File: config.mk
export PLATFORM = sky130hd
export DESIGN_NAME = wdhe_cordic_stage
export DESIGN_NICKNAME = d
export VERILOG_FILES = /design/src/rtl/wdhe_pkg.sv /design/src/rtl/wdhe_cordic_stage.sv
export SDC_FILE = /design/constraint.sdc
export NUM_CORES = 1
export LEC_CHECK = 0
export ABC_AREA = 1
export BUFFER_PORTS_ARGS = -buffer_cell sky130_fd_sc_hd__buf_2
export CAP_MARGIN = 20
export CORE_ASPECT_RATIO = 0.6
export CORE_MARGIN = 2
export CORE_UTILIZATION = 51
export DETAILED_ROUTE_END_ITERATION = 7
export GPL_TIMING_DRIVEN = 1
export PLACE_DENSITY = 0.86
export SLEW_MARGIN = 10
export SYNTH_ARGS = -nofsm -noshare
export SYNTH_HDL_FRONTEND = slang
export SYNTH_SLANG_ARGS = --single-unit
File: constraint.sdc
create_clock -name vclk -period 2
set_input_delay 0.1 -clock vclk [all_inputs]
set_output_delay 0.1 -clock vclk [all_outputs]
set_load 0.05 [all_outputs]
File: src/rtl/wdhe_pkg.sv
// Package for the waypoint distance / heading error pipeline.
// Payload structs, mode codes and config register indexes; no dependencies.
package wdhe_pkg;

   localparam logic [1:0] CMD_ADVANCE = 2'd0;
   localparam logic [1:0] CMD_FREE    = 2'd1;
   localparam logic [1:0] CMD_TURN    = 2'd2;

   localparam logic [2:0] REG_NEAR_RADIUS  = 3'd0;
   localparam logic [2:0] REG_ADV_DIST_TOL = 3'd1;
   localparam logic [2:0] REG_FINE_ANG_TOL = 3'd2;
   localparam logic [2:0] REG_STEER_ANG    = 3'd3;
   localparam logic [2:0] REG_STEER_DIST   = 3'd4;
   localparam logic [2:0] REG_FREE_ANG_TOL = 3'd5;
   localparam logic [2:0] REG_FREE_DIST    = 3'd6;
   localparam logic [2:0] REG_TURN_DIST    = 3'd7;

   localparam int unsigned KINV_Q28 = 163008219;

   typedef struct packed {
      logic [1:0]   cmd;
      logic [15:0]  target_x;
      logic [15:0]  target_y;
      logic [15:0]  target_heading;
      logic [15:0]  robot_x;
      logic [15:0]  robot_y;
      logic [15:0]  robot_heading;
   } req_type;

   typedef struct packed {
      logic [17:0]  signed_distance;
      logic [15:0]  angle_error;
      logic         heading_reached;
      logic         distance_reached;
   } rsp_type;

   // arctangent of 2^-i, in units of 2^-32 turn
   function automatic logic [31:0] atan_turn32(input int i);
      logic [31:0] t;
      begin
         case (i % 24)
            0: t = 32'h20000000;  1: t = 32'h12E4051E;  2: t = 32'h09FB385B;
            3: t = 32'h051111D4;  4: t = 32'h028B0D43;  5: t = 32'h0145D7E1;
            6: t = 32'h00A2F61E;  7: t = 32'h00517C55;  8: t = 32'h0028BE53;
            9: t = 32'h00145F2F;  10: t = 32'h000A2F98; 11: t = 32'h000517CC;
            12: t = 32'h00028BE6; 13: t = 32'h000145F3; 14: t = 32'h0000A2FA;
            15: t = 32'h0000517D; 16: t = 32'h000028BE; 17: t = 32'h0000145F;
            18: t = 32'h00000A30; 19: t = 32'h00000518; 20: t = 32'h0000028C;
            21: t = 32'h00000146; 22: t = 32'h000000A3; default: t = 32'h00000051;
         endcase
         return t;
      end
   endfunction

endpackage

File: src/rtl/wdhe_cordic_stage.sv
// One CORDIC micro-rotation stage, shared by vectoring and rotation passes.
// Depends on wdhe_pkg for the arctangent table.
module wdhe_cordic_stage #(
   parameter int XW    = 20,
   parameter int AW    = 16,
   parameter int STAGE = 0
) (
   input  logic                 vectoring,
   input  logic signed [XW-1:0] x_in,
   input  logic signed [XW-1:0] y_in,
   input  logic [AW-1:0]        z_in,
   output logic signed [XW-1:0] x_out,
   output logic signed [XW-1:0] y_out,
   output logic [AW-1:0]        z_out
);
   import wdhe_pkg::*;

   localparam logic [32:0] HALF_LSB = (33'd1 << (32 - AW)) >> 1;
   localparam logic [32:0] STEP_W   = ({1'b0, atan_turn32(STAGE)} + HALF_LSB) >> (32 - AW);
   localparam logic [AW-1:0] STEP   = STEP_W[AW-1:0];

   logic up;

   // vectoring drives y to zero, rotation drives z to zero
   always_comb begin
      if (vectoring) begin
         up = (y_in > 0);
      end else begin
         up = ~z_in[AW-1];
      end
      if (vectoring ? up : ~up) begin
         x_out = x_in + (y_in >>> STAGE);
         y_out = y_in - (x_in >>> STAGE);
      end else begin
         x_out = x_in - (y_in >>> STAGE);
         y_out = y_in + (x_in >>> STAGE);
      end
      z_out = up ? (vectoring ? z_in + STEP : z_in - STEP)
                 : (vectoring ? z_in - STEP : z_in + STEP);
   end

endmodule

==> results of run 1 <==
[timing repair]
item / 4_1_cts / 5_1_grt
pin swaps: 0 / 14
setup buffers: 0 / 2
resized for setup: 13 / 134
cloned: 0 / 0
setup endpoints to repair: 16 / 34
[area by class of cell]
class	count	area, um^2	area share
Inverter	127	480.5	0.08612
Multi-Input combinational cell	602	3849	0.6898
Tap cell	108	135.1	0.02422
Timing Repair Buffer	159	1115	0.1998
[how the worst max path moves through the flow]
stage                  start         to  slack [ns]  depth (start not counted)
floorplan            x_in[0]   x_out[4]       -0.25                          8
global placement    x_in[13]  x_out[15]       -0.08                         10
detailed placement  x_in[13]  y_out[15]       -0.08                         10
CTS                  x_in[3]   y_out[5]       0.002                         12
global route         y_in[0]  y_out[18]       -0.08                         14
finish               y_in[0]   y_out[6]      -0.005                         11
[kinds of logic (layout without fill, tap and decap cells)]
group / Yosys count / after routing / share of synthesized area
xor+xnor: 27 / 27 / 0.05601
fa+ha+maj: 69 / 69 / 0.2098
simple gates: 412 / 412 / 0.4292
compound gates: 94 / 94 / 0.1239
buf+inv: 164 / 286 / 0.1811
[Yosys cell counts, drive strengths merged]
| cell | count |
|---|---|
| xor2 | 23 |
| a21oi | 48 |
| nor4 | 5 |
| clkbuf | 1 |
| ha | 66 |
| o21a | 1 |
| nand3 | 89 |
| buf | 36 |
| nand2 | 254 |
| a31oi | 1 |
| inv | 127 |
| xnor2 | 4 |
| fa | 3 |
| nor3 | 4 |
| o21bai | 10 |
| nand4 | 10 |
| nor2 | 50 |
| a21o | 2 |
| o21ai | 32 |
[power by group through the flow]
stage | registers (mW) | clock network [mW] | logic [mW]
after detailed placement | 0 | 0 | 2.24
after floorplan | 0 | 0 | 1.70
after global routing | 0 | 0 | 2.75
final | 0 | 0 | 2.58
after CTS | 0 | 0 | 2.27
after global placement | 0 | 0 | 2.21
[routing by layer]
metal | global-route usage | vias to the layer above | share of wire
met1 | 0.4512 | 2366 | 0.45
li1 | - | 2650 | -
met4 | 0.008940 | 0 | 0.0090
met3 | 0.04448 | 16 | 0.13
met5 | 0 | - | 0
met2 | 0.4351 | 340 | 0.42
[critical path: cells and delay by family]
kind,cells,cell delay [ns]
buffers and inverters,5,0.72
and+or+nand+nor,1,0.12
xor gates and xnor gates,1,0.22
AOI/OAI and AO/OA,2,0.27
adders and majority gates,2,0.47
[metrics by stage]
stage / utilization / cell area (um^2) / instances / hold WS, ns
floorplan: - / 4225 / 766 / 0.3671
CTS: 0.6381 / 5070 / 994 / 0.2003
global route: 0.7022 / 5579 / 996 / 0.2003
global placement: 0.6335 / 5034 / 994 / 0.2003
detailed placement: 0.6335 / 5034 / 994 / 0.2003
finish: 0.7022 / 5579 / 996 / 0.2001
==> results.sh, run 1 <==
export IMPL_outcome="finished, violations left"
export IMPL_violations_in_the_final_reports="setup timing"
export IMPL_filler_cell_count=647
export IMPL_chipHeight_um=74.48
export IMPL_critical_path_s_largest_stage_delay_ns=0.27
export IMPL_totalWireLength_mm=14.58
export IMPL_instance_count_along_the_most_critical_hold_path=0
export IMPL_antenna_cells_inserted=0
export IMPL_synth_largest_area_cell="sky130_fd_sc_hd__nand2_1"
export IMPL_internal_power_uw=875.5
export IMPL_quantity_of_hold_fixing_buffers_added_after_cts=0
export IMPL_synth_area_um2=4222
export IMPL_critPathMaxFanout=3
export IMPL_detail_route_vias_per_cell=5.394
export IMPL_timing_final_ws_setup_ns=-0.005133
export IMPL_hold_violation_count_in_the_final_report=0
export IMPL_netlist_cell_type_count=33
export IMPL_p_per_area_nw_per_um2=462.4
export IMPL_sequentialPowerShare=0
export IMPL_rsz0062_at_grt="true"
export IMPL_drive_above_1_share=0.2984
export IMPL_cp_cell_sequence="buf_2 -> inv_1 -> ha_1 -> fa_2 -> inv_1 -> buf_4 -> a21oi_1 -> xor2_1 -> nand2_1 -> o21ai_2 -> buf_2"
export IMPL_layout_commonest_cell="sky130_fd_sc_hd__nand2_1"
export IMPL_drt_pre_antenna_iters=6
export IMPL_ys_warn_count=0
export IMPL_max_cap_viols=0
export IMPL_setup_viol=2
export IMPL_power_static_leakage_nw=3.158
export IMPL_final_max_slew_violation_count=0
export IMPL_criticalPathCategory="in -> out"
export IMPL_final_net_count=1016
export IMPL_globalRoute_totalOverflow=0
export IMPL_worst_endpoint_required_ns=1.90
export IMPL_synth_net_count=892
export IMPL_hold_path_class="in -> out"
export IMPL_synth_seq_area_share=0
export IMPL_routed_via_count=5372
export IMPL_p_sw_mw=1.704
export IMPL_peakVddDrop_v=0.0003142
export IMPL_most_used_cells_in_the_layout_excluding_fill_and_tap_cells="228 x sky130_fd_sc_hd__nand2_1, 121 x sky130_fd_sc_hd__inv_1, 76 x sky130_fd_sc_hd__nand3_1, 76 x sky130_fd_sc_hd__buf_4, 57 x sky130_fd_sc_hd__buf_2"
export IMPL_die_area_um2=9045
export IMPL_power_mw=2.580
export IMPL_coreArea_um2=7945
export IMPL_fin_crit_ns=2.005
export IMPL_post_drt_wl_per_cell_um=14.64
export IMPL_clkbuf_count=0
export IMPL_drcViolationCount=0
export IMPL_timing_setup_tns_ns=-0.005138
export IMPL_dp_hpwl_mm=11.55
export IMPL_max_slew_margin=0.7365
export IMPL_initialDrtViolationCount=627
export IMPL_antenna_left=0
export IMPL_maximum_number_of_pins_on_one_net_before_global_route_repair=20
export IMPL_switching_share=0.6606
export IMPL_layout_sequential_cells=0
export IMPL_post_place_setup_slack_ns=-0.08076
export IMPL_final_period_utilization=1.003
export IMPL_globalplace_congestion=1.022
export IMPL_avgSynthCellArea_um2=5.511
export IMPL_critical_path_slowest_cell="sky130_fd_sc_hd__fa_2"
export IMPL_floorplan_rows=25
export IMPL_pwr_share_clk=0
export IMPL_grt_pass1_wl_mm=21.14
export IMPL_grt_antenna_before_repair=0
export IMPL_initial_core_util=0.5313
export IMPL_die_w_um=121.5
export IMPL_synthToLayoutAreaGrowth_pct=32.16
export IMPL_layout_area_seq_um2=0
export IMPL_grt_pass1_vias=4498
export IMPL_max_clock_freq_mhz=498.7
export IMPL_worst_endpoint_arrival_ns=1.91
export IMPL_tightestPinTransition_ns=0.3920
export IMPL_worst_setup_path_end_kind="primary output"
export IMPL_io_pins=113
export IMPL_port_buffer_count=87
export IMPL_netlist_top_cells_area="sky130_fd_sc_hd__nand2_1 22%, sky130_fd_sc_hd__ha_1 20%, sky130_fd_sc_hd__inv_1 11%"
export IMPL_yosysTopAreaCellShare=0.2187
export IMPL_number_of_standard_cells_after_synthesis=766
export IMPL_combPwrFrac=1.000
export IMPL_groute_usage_overall=0.2887
export IMPL_holdPathEnd="z_out[0]"
export IMPL_hold_path_startpoint="z_in[0]"
export IMPL_start_kind="primary input"
Note: power is estimated with default switching activity, not from simulation.
==> inputs of run 2 (changes only) <==
Settings changed: CORE_UTILIZATION 51 to 57, PLACE_DENSITY 0.86 to 0.94.
==> run 2 against run 1 <==
- the run still ends with setup timing left
- worst hold slack about the same
- critical path depth increased by 2
- final cell count decreased by 2.9%
- critical endpoint is now y_out[10]
- combinational power decreased by 2%
- global-route usage increased by 3.7 points
- largest power group unchanged
- cell area decreased by 3.3%
- first-iteration DRC count increased by 30%
- worst setup slack got worse by 0.019 ns
- count of clock-buffer cells in the layout unchanged
- highest routed layer unchanged
- via count increased by 4.6%
==> results.sh, run 2 (synthesis results as in run 1) <==
export IMPL_grt_pass1_wl_mm=21.65
export IMPL_floorplan_rows=24
export IMPL_filler_cell_count=502
export IMPL_criticalPathCategory="in -> out"
export IMPL_fin_crit_ns=2.024
export IMPL_die_w_um=115.1
export IMPL_clkbuf_count=0
export IMPL_die_area_um2=8133
export IMPL_power_static_leakage_nw=3.090
export IMPL_quantity_of_hold_fixing_buffers_added_after_cts=0
export IMPL_layout_commonest_cell="sky130_fd_sc_hd__nand2_1"
export IMPL_globalplace_congestion=0.9943
export IMPL_detail_route_vias_per_cell=5.810
export IMPL_chipHeight_um=70.66
export IMPL_antenna_left=0
export IMPL_coreArea_um2=7207
export IMPL_worst_endpoint_required_ns=1.90
export IMPL_timing_final_ws_setup_ns=-0.02367
export IMPL_totalWireLength_mm=15.04
export IMPL_drive_above_1_share=0.2797
export IMPL_worst_endpoint_arrival_ns=1.92
export IMPL_groute_usage_overall=0.3257
export IMPL_globalRoute_totalOverflow=0
export IMPL_final_max_slew_violation_count=0
export IMPL_dp_hpwl_mm=11.58
export IMPL_drcViolationCount=0
export IMPL_grt_antenna_before_repair=0
export IMPL_tightestPinTransition_ns=0.3691
export IMPL_routed_via_count=5618
export IMPL_outcome="finished, violations left"
export IMPL_max_clock_freq_mhz=494.2
export IMPL_layout_sequential_cells=0
export IMPL_critPathMaxFanout=36
export IMPL_hold_worst_slack_ns=0.2001
export IMPL_synthToLayoutAreaGrowth_pct=27.77
export IMPL_io_pins=113
export IMPL_hold_violation_count_in_the_final_report=0
export IMPL_final_net_count=1004
export IMPL_multi_input_comb_area_um2=3802
export IMPL_initial_core_util=0.5858
export IMPL_drt_pre_antenna_iters=8
export IMPL_maximum_number_of_pins_on_one_net_before_global_route_repair=37
export IMPL_max_slew_margin=0.7513
export IMPL_antenna_cells_inserted=0
export IMPL_layout_area_seq_um2=0
export IMPL_max_cap_viols=0
export IMPL_final_period_utilization=1.012
export IMPL_grt_pass1_vias=4679
export IMPL_hold_path_class="in -> out"
export IMPL_p_per_area_nw_per_um2=470.1
export IMPL_peakVddDrop_v=0.0003315
export IMPL_post_place_setup_slack_ns=-0.08881
export IMPL_start_kind="primary input"
export IMPL_timing_setup_tns_ns=-0.02367
export IMPL_rsz0062_at_grt="true"
export IMPL_post_drt_wl_per_cell_um=15.55
export IMPL_most_used_cells_in_the_layout_excluding_fill_and_tap_cells="238 x sky130_fd_sc_hd__nand2_1, 116 x sky130_fd_sc_hd__inv_1, 81 x sky130_fd_sc_hd__nand3_1"
export IMPL_setup_viol=1
export IMPL_initialDrtViolationCount=818
export IMPL_violations_in_the_final_reports="setup timing"
export IMPL_port_buffer_count=87
export IMPL_worst_setup_path_end_kind="primary output"
export IMPL_power_mw=2.536
-- run 2: cell count changes in the layout (fill, tap and decap cells not counted), moves of 5 or more --
| cell | before | now |
|---|---|---|
| sky130_fd_sc_hd__nand3_1 | 76 | 81 |
| sky130_fd_sc_hd__buf_2 | 57 | 66 |
| sky130_fd_sc_hd__buf_6 | 17 | 10 |
| sky130_fd_sc_hd__inv_2 | 5 | 11 |
| sky130_fd_sc_hd__inv_1 | 121 | 116 |
| sky130_fd_sc_hd__nand2_2 | 24 | 13 |
| sky130_fd_sc_hd__nand2_1 | 228 | 238 |
| sky130_fd_sc_hd__nand3_2 | 13 | 8 |
| sky130_fd_sc_hd__buf_4 | 76 | 64 |
-- run 2: report_power, final --
| group | internal, mW | switching [mW] |
|---|---|---|
| Sequential | 0 | 0 |
| Combinational | 0.824 | 1.71 |
| Clock | 0 | 0 |
-- run 2: cell type report --
type	instances	share of cell area
repair buffers	147	0.1856
multi-input cells	602	0.7049
inverters	127	0.08838
well taps	91	0.02111
-- run 2: what timing repair did --
| action | CTS | global route |
|---|---|---|
| resized for setup | 18 | 96 |
| pin swaps | 0 | 10 |
| endpoints found under the setup margin | 18 | 33 |
| buffers inserted | 0 | 2 |
-- run 2: worst max-delay path: stages --
cell and delay [ns]:
sky130_fd_sc_hd__buf_2 0.13, sky130_fd_sc_hd__buf_4 0.15, sky130_fd_sc_hd__inv_1 0.07, sky130_fd_sc_hd__nand4_1 0.10, sky130_fd_sc_hd__nor2_1 0.22, sky130_fd_sc_hd__nand3_1 0.11
sky130_fd_sc_hd__nand2_1 0.09, sky130_fd_sc_hd__nand2_2 0.08, sky130_fd_sc_hd__inv_2 0.07, sky130_fd_sc_hd__buf_12 0.20, sky130_fd_sc_hd__nand3_1 0.15, sky130_fd_sc_hd__o21ai_1 0.16
sky130_fd_sc_hd__buf_2 0.30
-- run 2: per-stage QoR --
step                      utilization  cell area, um^2  cells
after floorplan                     -             4225    766
after global placement         0.6865             4947    965
after detailed placement       0.6865             4947    965
after CTS                      0.6927             4992    965
after global routing           0.7484             5394    967
final                          0.7484             5394    967
-- run 2: path summary, 6_finish.rpt --
path,cells past startpoint,end,startpoint
min,0,z_out[2],z_in[2]
max,13,y_out[10],y_in[9]
-- run 2: metal layers --
layer,track usage,wire length [um],vias to the layer above
li1,-,-,2618
met2,0.4895,6219,428
met3,0.05056,2334,86
met5,0,0,-
met1,0.4915,5895,2486
met4,0.06024,586,0
==> inputs of run 3 (changes only) <==
Settings changed: CORE_UTILIZATION 57 to 35, PLACE_DENSITY 0.94 to 0.65, SETUP_SLACK_MARGIN from default to 0.3.
==> run 3 against run 2 <==
- the run now ends clean
- wire length increased by 43%
- maximum frequency grew 2.0%
- critical path depth up 1
- non-clock buffer count up 87
- count of clock-buffer cells in the layout unchanged
- global-route usage down 7.8 points
- worst setup slack improved by 0.041 ns
- first-iteration DRC count increased by 5.3%
- sequential share of layout area stayed put
- via count grew 12%
- worst hold slack barely moved
- flip-flop and latch count unchanged
- critical path type unchanged
==> results.sh, run 3 (synthesis results as in run 1) <==
export IMPL_globalRoute_totalOverflow=0
export IMPL_grt_antenna_before_repair=1
export IMPL_layout_sequential_cells=0
export IMPL_timing_setup_tns_ns=0
export IMPL_port_buffer_count=87
export IMPL_worst_endpoint_arrival_ns=1.88
export IMPL_worst_setup_path_end_kind="primary output"
export IMPL_outcome="complete, no violations"
export IMPL_most_used_cells_in_the_layout_excluding_fill_and_tap_cells="147 x sky130_fd_sc_hd__nand2_1, 114 x sky130_fd_sc_hd__buf_4, 89 x sky130_fd_sc_hd__inv_1"
export IMPL_grt_pass1_wl_mm=25.96
export IMPL_utilization=0.6683
export IMPL_quantity_of_hold_fixing_buffers_added_after_cts=0
export IMPL_io_pins=113
export IMPL_rsz0062_at_grt="true"
export IMPL_globalplace_congestion=0.9155
export IMPL_final_net_count=1091
export IMPL_initialDrtViolationCount=861
export IMPL_start_kind="primary input"
export IMPL_max_slew_margin=0.7368
export IMPL_final_period_utilization=0.9916
export IMPL_detail_route_vias_per_cell=5.585
export IMPL_worst_endpoint_required_ns=1.90
export IMPL_chipHeight_um=89.07
export IMPL_max_clock_freq_mhz=504.2
export IMPL_hold_violation_count_in_the_final_report=0
export IMPL_antenna_left=0
export IMPL_groute_usage_overall=0.2482
export IMPL_dp_hpwl_mm=12.19
export IMPL_grt_pass1_vias=5140
export IMPL_setup_worst_path_start="y_in[3]"
export IMPL_post_place_setup_slack_ns=-0.07791
export IMPL_max_cap_viols=0
export IMPL_tightestPinTransition_ns=0.3907
export IMPL_totalWireLength_mm=21.49
export IMPL_filler_cell_count=885
export IMPL_critPathMaxFanout=8
export IMPL_drive_above_1_share=0.5794
export IMPL_coreArea_um2=11910
export IMPL_die_w_um=145.8
export IMPL_placed_cells_incl_taps=1080
export IMPL_layout_area_seq_um2=0
export IMPL_initial_core_util=0.3545
export IMPL_routed_via_count=6306
export IMPL_drcViolationCount=0
export IMPL_final_cell_count_no_fill=1129
export IMPL_maximum_number_of_pins_on_one_net_before_global_route_repair=44
export IMPL_fin_crit_ns=1.983
export IMPL_setup_viol=0
export IMPL_die_area_um2=12990
export IMPL_final_max_slew_violation_count=0
export IMPL_floorplan_rows=31
export IMPL_hold_path_class="in -> out"
export IMPL_post_drt_wl_per_cell_um=19.04
export IMPL_drt_pre_antenna_iters=6
export IMPL_worst_setup_path_endpoint="y_out[13]"
export IMPL_clkbuf_count=0
export IMPL_timing_final_ws_setup_ns=0.01683
export IMPL_synthToLayoutAreaGrowth_pct=88.50
export IMPL_criticalPathCategory="in -> out"
export IMPL_layout_commonest_cell="sky130_fd_sc_hd__nand2_1"
## run 3: changes by cell type in the layout (fill, tap and decap cells not counted), sizes merged
cell and change:
diode +1, inv -2, buf +89, clkbuf -2, clkinvlp +2
## run 3: how the worst min path moves through the flow
stage,start,endpoint,slack (ns),cells past startpoint
after global placement,z_in[11],z_out[11],0.20,0
after floorplan,z_in[0],z_out[0],0.37,1
final,z_in[12],z_out[12],0.20,0
after CTS,z_in[11],z_out[11],0.20,0
after detailed placement,z_in[11],z_out[11],0.20,0
after global routing,z_in[0],z_out[0],0.20,0
## run 3: layout make-up
cell class / count / area [um^2] / share of cell area
tap: 165 / 206.4 / 0.02594
antenna: 1 / 2.502 / 0.0003145
timing repair buffer: 234 / 2210 / 0.2777
multi-input combinational: 602 / 5035 / 0.6327
inverter: 127 / 504.2 / 0.06336
## run 3: worst max-delay path, stage by stage
cell                      delay [ns]
sky130_fd_sc_hd__buf_2          0.13
sky130_fd_sc_hd__ha_4           0.29
sky130_fd_sc_hd__nand2_4        0.10
sky130_fd_sc_hd__inv_2          0.05
sky130_fd_sc_hd__nand2_1        0.10
sky130_fd_sc_hd__nand3_1        0.20
sky130_fd_sc_hd__nand2_1        0.14
sky130_fd_sc_hd__nand3_1        0.17
sky130_fd_sc_hd__nand2_1        0.15
sky130_fd_sc_hd__nand2_1        0.06
sky130_fd_sc_hd__nand2_1        0.06
sky130_fd_sc_hd__nand3_1        0.08
sky130_fd_sc_hd__nand2_2        0.11
sky130_fd_sc_hd__buf_8          0.15
## run 3: per-layer routing
layer	GRT usage	routed length, um	up-vias
li1	-	-	2789
met1	0.3653	8764	2873
met2	0.3919	9139	517
met3	0.03980	2532	127
met4	0.02941	1057	0
met5	0	0	-
## run 3: through the flow
stage	instance area [um^2]	hold slack (ns)
floorplan	4292	0.3671
global placement	5426	0.2003
detailed placement	5426	0.2003
CTS	6726	0.2003
global route	7958	0.2001
finish	7958	0.2000
## run 3: what timing repair did
| action | in CTS | in global routing |
|---|---|---|
| resized for setup | 299 | 234 |
| buffers inserted | 15 | 24 |
| pin swaps | 70 | 102 |
| endpoints found under the setup margin | 40 | 40 |
| endpoints found under the hold margin | 0 | 0 |
| cloned | 3 | 6 |
